$ cat config.mk
export PLATFORM = sky130hd
export DESIGN_NAME = v3alu_sqrt
export DESIGN_NICKNAME = d
export VERILOG_FILES = /design/src/sv/v3alu_pkg.sv /design/src/sv/v3alu_sqrt.sv
export SDC_FILE = /design/constraint.sdc
export NUM_CORES = 2
export LEC_CHECK = 0
export ABC_CLOCK_PERIOD_IN_PS = 3300
export BUFFER_PORTS_ARGS = -buffer_cell sky130_fd_sc_hd__clkbuf_2
export CORE_MARGIN = 1
export CORE_UTILIZATION = 60
export CTS_BUF_LIST = sky130_fd_sc_hd__clkbuf_2 sky130_fd_sc_hd__clkbuf_4 sky130_fd_sc_hd__clkbuf_8
export DETAILED_ROUTE_END_ITERATION = 10
export GPL_TIMING_DRIVEN = 0
export HOLD_SLACK_MARGIN = 0.1
export PLACE_DENSITY = 0.79
export SETUP_SLACK_MARGIN = 0.3
export SLEW_MARGIN = 5
export SYNTH_ARGS = -nofsm -noshare
export SYNTH_HDL_FRONTEND = slang
export SYNTH_SLANG_ARGS = --single-unit
$ cat constraint.sdc
create_clock -name clk -period 3.3 [get_ports clk]
set_input_delay 0.495 -clock clk [delete_from_list [all_inputs] [get_ports clk]]
set_output_delay 0.495 -clock clk [all_outputs]
set_load 0.02 [all_outputs]
$ cat src/sv/v3alu_pkg.sv
// ----------------------------------------------------------------------------
// v3alu_pkg
// Shared types, operation codes and saturation helper for the vector unit.
// ----------------------------------------------------------------------------
package v3alu_pkg;

    localparam int FRAC_BITS_DEF = 16;
    localparam int WORD_W        = 32;
    localparam int PROD_W        = 66;
    localparam int SAT_W         = 72;
    localparam int LANES         = 3;
    localparam int FRONT_LAT     = 3;
    localparam int SQRT_LAT      = 32;
    localparam int SQ_W          = 64;

    // operation codes
    localparam logic [3:0] CMD_ADD    = 4'd0;
    localparam logic [3:0] CMD_SUB    = 4'd1;
    localparam logic [3:0] CMD_SCALE  = 4'd2;
    localparam logic [3:0] CMD_DIV    = 4'd3;
    localparam logic [3:0] CMD_MAG    = 4'd4;
    localparam logic [3:0] CMD_NORM   = 4'd5;
    localparam logic [3:0] CMD_SETMAG = 4'd6;
    localparam logic [3:0] CMD_LIMIT  = 4'd7;
    localparam logic [3:0] CMD_DIST   = 4'd8;
    localparam logic [3:0] CMD_CROSS  = 4'd9;
    localparam logic [3:0] CMD_DOT    = 4'd10;

    // fault codes
    localparam logic [1:0] FAULT_NONE = 2'd0;
    localparam logic [1:0] FAULT_ZERO = 2'd1;
    localparam logic [1:0] FAULT_SAT  = 2'd2;

    typedef logic signed [WORD_W-1:0] word_t;

    localparam word_t WORD_MAX = 32'sh7fffffff;
    localparam word_t WORD_MIN = 32'sh80000000;

    typedef struct packed {
        word_t val;
        logic  ovf;
    } sat_t;

    // front lane result toward the merge stage
    typedef struct packed {
        word_t                     r;
        logic                      ovf;
        logic                      big;
        logic signed [PROD_W-1:0]  p;
    } front_out_t;

    // control for one back lane
    typedef struct packed {
        logic div_mode;
        logic neg;
    } back_ctl_t;

    // clamp a wide signed value to the 32-bit range
    function automatic sat_t sat_word(input logic signed [SAT_W-1:0] v);
        sat_t res;
        if (v > $signed(SAT_W'(WORD_MAX)))
        begin
            res.val = WORD_MAX;
            res.ovf = 1'b1;
        end
        else if (v < $signed(SAT_W'(WORD_MIN)))
        begin
            res.val = WORD_MIN;
            res.ovf = 1'b1;
        end
        else
        begin
            res.val = v[WORD_W-1:0];
            res.ovf = 1'b0;
        end
        return res;
    endfunction

endpackage

$ cat src/sv/v3alu_sqrt.sv
// ----------------------------------------------------------------------------
// v3alu_sqrt
// Pipelined floor square root of a 64-bit value, one root bit per stage.
// ----------------------------------------------------------------------------
module v3alu_sqrt
    import v3alu_pkg::*;
(
    input  logic                clk,
    input  logic                adv,
    input  logic [SQ_W-1:0]     n,
    output logic [SQRT_LAT-1:0] root
);

    localparam int TW = SQ_W + 2;

    logic [SQ_W-1:0]     rem_reg  [SQRT_LAT];
    logic [SQRT_LAT-1:0] root_reg [SQRT_LAT];

    genvar k;
    generate
        for (k = 0; k < SQRT_LAT; k++)
        begin : g_stage
            localparam int BIT = SQRT_LAT - 1 - k;
            logic [SQ_W-1:0]     rin;
            logic [SQRT_LAT-1:0] qin;
            logic [TW-1:0]       trial;
            logic [TW-1:0]       rext;
            logic [TW-1:0]       rdif;
            logic                ge;

            if (k == 0)
            begin : g_first
                assign rin = n;
                assign qin = '0;
            end
            else
            begin : g_next
                assign rin = rem_reg[k-1];
                assign qin = root_reg[k-1];
            end

            // try setting this root bit
            always_comb
            begin
                trial = (TW'(qin) << (BIT + 1)) + (TW'(1) << (2 * BIT));
                rext  = TW'(rin);
                rdif  = rext - trial;
                ge    = rext >= trial;
            end

            always_ff @(posedge clk)
            begin
                if (adv)
                begin
                    rem_reg[k]  <= ge ? rdif[SQ_W-1:0] : rin;
                    root_reg[k] <= ge ? (qin | (SQRT_LAT'(1) << BIT)) : qin;
                end
            end
        end
    endgenerate

    assign root = root_reg[SQRT_LAT-1];

endmodule

==> reports/qor.csv <==
stage,metric,value,unit
die,boundaryPins,98,
timing,clock-skew-final,0.147,ns
layout,fin_util,76.4,%
timing,hold_viol,0,
routing,drt_iter0_drc,10350,
timing,tightest_slew,1.28,ns
synthesis,yosys-top-cells-count,"edfxtp_1 (2512), inv_1 (698), nand2_1 (672)",
synthesis,ys_ff_latch,2512,
power_and_ir_drop,p_sw,32.8,mW
power_and_ir_drop,p_leak,58.4,nW
timing,rsz0062_at_grt,yes,
power_and_ir_drop,intPower,67.1,mW
worst_setup_path,cp.required,4.14,ns
routing,wire_per_inst,27.2,µm
clocking,cts_tree,done,
timing,fin_ws,-0.477,ns
die,start_util,60.4,%
synthesis,synthTopCellsByArea,"edfxtp_1 (62%), ha_1 (5.8%), xor2_1 (3.2%)",
synthesis,synthCells,9698,
routing,drt-pass1-iter-count,9,
synthesis,synth-compound-area-share,9.87,%
layout,finish.net_count,11647,
die,core_area,200000,µm²
layout,drive_gt1_share,25.9,%
layout,num-fill-cells,11815,
synthesis,syn_area,121000,µm²
worst_setup_path,end_kind,flop,
die,fp.dieArea,203000,µm²
job,maxCapViolCount,0,
global_routing,grt_pass1_wl,546000,µm
timing,setup_viol,435,
min_path,hp-class,input port to flop,
layout,regArea,75400,µm²
synthesis,synthMuxAreaShare,0.485,%
clocking,h-tree-depth,5,
synthesis,ys_seq_area_share,62.4,%
clocking,clk_latency,1.15,ns
worst_setup_path,path_cells,"ha_2, nand4b_1, or3_4, nor4_4, nor3_4, o211ai_1, buf_4, and2_4, nand2b_4, buf_8, buf_6, nor4_4, xor2_2",
synthesis,synth-edff-count,2512,
synthesis,yosysMostFrequentCell,edfxtp_1,
synthesis,avgSynthCellArea,12.5,µm²
timing,fmax,265,MHz
die,rows,164,
clocking,cts_buffer_depth,4,
routing,drt-total-wl,380000,µm
synthesis,synth_largest_area_cell,edfxtp_1,
clocking,cts_buffers,410,
synthesis,synthArstFlopShare,0,%
layout,largest_reg_flops,1984,
clocking,cts.sinks,2512,
synthesis,synth_top_family_by_area,simple AND/OR/NAND/NOR gates,
synthesis,synthSimpleGateAreaFrac,12.3,%
worst_setup_path,cp_slowest_cell,or3_4,
timing,drv_slew,0,
place,pre_cts_ws,-1.83,ns
place,io_buffer_count,97,
routing,num_vias,88803,
layout,syn_to_final_growth,26.4,%
routing,drc,48,
clocking,clk_transition_reported_paths,0.08,ns
global_routing,grt_pass1_vias,86559,
synthesis,synth_xor_area_share,6.26,%
timing,fin_crit,3.78,ns
power_and_ir_drop,powerDensity,654,nW/µm²
clocking,cts_root_buf,clkbuf_8,
synthesis,synthAdderAreaFrac,5.77,%
power_and_ir_drop,p_seq_share,44.7,%
timing,slew_headroom,14.2,%
run_status,status,finished with violations,
routing,via_per_inst,6.35,
worst_setup_path,cp.arrival,4.62,ns
synthesis,synth.top_cell.area_share,62.4,%
die,die_h,451,µm
worst_setup_path,critical_path_class,flop to flop,
global_routing,antenna_found_initial,24,
power_and_ir_drop,ir_worst_vdd,0.000587,V
place,hpwl,250000,µm
worst_setup_path,crit_path_max_incr_delay,0.45,ns
synthesis,syn-num-nets,10322,
run_status,violations,"DRC, setup timing",
worst_setup_path,start_kind,flop,
power_and_ir_drop,clkPwrFrac,28.0,%
global_routing,grt_max_degree,124,
routing,ant_nets,0,
synthesis,yosysWarnings,0,
global_routing,gr-total-overflow,0,
place,place_congestion,0.986,
synthesis,synth_flop_cell,edfxtp_1,
power_and_ir_drop,p_comb_share,27.3,%
worst_setup_path,worstPathMaxFanout,5,
layout,multi_input_area,51800,µm²
power_and_ir_drop,p_sw_share,32.9,%
die,die_w,451,µm
timing,min_period_over_period,114,%
global_routing,grt_usage,35.9,%
synthesis,synth_cell_types,91,
worst_setup_path,crit_path_frequent_cell,nor4_4,
[placed cells by master (no fill, tap or decap), types with 136 or more instances in the layout]
| cell | n |
|---|---|
| nor3_1 | 202 |
| a21o_1 | 252 |
| clkbuf_2 | 136 |
| a21oi_1 | 453 |
| o21ai_0 | 299 |
| xor2_1 | 396 |
| edfxtp_1 | 2512 |
| nand2_1 | 535 |
| buf_4 | 467 |
| nor2_1 | 479 |
| nand4_1 | 164 |
| xnor2_1 | 389 |
| ha_1 | 416 |
| inv_1 | 676 |
| clkbuf_8 | 442 |
| nor4_1 | 239 |
[path summary, 6_finish.rpt]
| check | start | endpoint | slack (ns) | depth (start not counted) |
|---|---|---|---|---|
| min reg2reg | root_reg[1][203] | root_reg[1][235] | 0.42 | 0 |
| max reg2reg | rem_reg[8][46] | rem_reg[8][125] | -0.48 | 13 |
| max | rem_reg[8][46] | rem_reg[8][125] | -0.48 | 13 |
| min | adv | root_reg[0][441] | 0.14 | 3 |
[layout make-up]
type                       count  share of cell area, %
buffer                       208                   1.61
clock inverter               201                   1.07
timing repair buffer         914                   5.92
inverter                     701                   1.75
clock buffer                 515                   4.22
tap                         2656                   2.17
antenna                       12                 0.0196
multi-input combinational   6276                   33.9
sequential                  2512                   49.3
[power groups by stage]
stage	Clock [mW]	Sequential (mW)	Combinational (mW)
floorplan	0	42.8	14.5
global placement	0	44.1	14.1
detailed placement	0	44.6	20.3
CTS	27.7	44.3	24.6
global route	29.4	44.9	29.1
finish	27.9	44.7	27.3
[metrics by stage]
| stage | instances | hold WS, ns | power, mW | TNS (ns) | instance area, µm² |
|---|---|---|---|---|---|
| after detailed placement | 12475 | 0.423 | 64.9 | -834.21 | 126000 |
| after global routing | 13987 | 0.128 | 103 | -91.53 | 153000 |
| after floorplan | 9698 | 0.417 | 57.3 | 0 | 122000 |
| after CTS | 13810 | 0.0101 | 96.6 | -41.75 | 148000 |
| final | 13995 | 0.141 | 99.9 | -56.27 | 153000 |
| after global placement | 12451 | 0.421 | 58.2 | - | 125000 |
[critical path: cells and delay by family, from the launching register on]
kind | cells | cell delay [ns]
XOR/XNOR | 1 | 0.35
flip-flops | 1 | 0.42
AO/OA/AOI/OAI | 1 | 0.18
AND/OR/NAND/NOR | 7 | 1.72
adder cells (fa/ha/maj) | 1 | 0.41
buffers and inverters | 3 | 0.42
[layer usage]
layer / vias to the layer above / share of wire, % / wire length (µm) / track usage (%)
met4: 12 / 5.8 / 22200 / 17.2
met2: 4752 / 49 / 186000 / 60.8
met3: 1157 / 7.6 / 28900 / 5.66
met5: - / 0.022 / 84 / 0
li1: 39143 / - / - / -
met1: 43739 / 38 / 143000 / 45.1
[cells by family (layout without fill, tap and decap cells)]
family | count (synthesis) | in the layout
simple gates | 2889 | 2889
flops | 2512 | 2512
compound gates | 1912 | 1912
buf+inv | 910 | 2539
xor+xnor | 864 | 864
fa+ha+maj | 558 | 558
mux | 53 | 53
other cells | 0 | 12
[repair_timing]
action                                  4_1_cts  5_1_grt
endpoints found under the hold margin       111       43
cloned                                       34        7
resized for setup                          1837      660
endpoints found under the setup margin     1082     1075
buffers inserted                            457      162
hold buffers                                129        4
pin swaps                                   426      273
No activity file was read; power rests on OpenSTA's default activity.
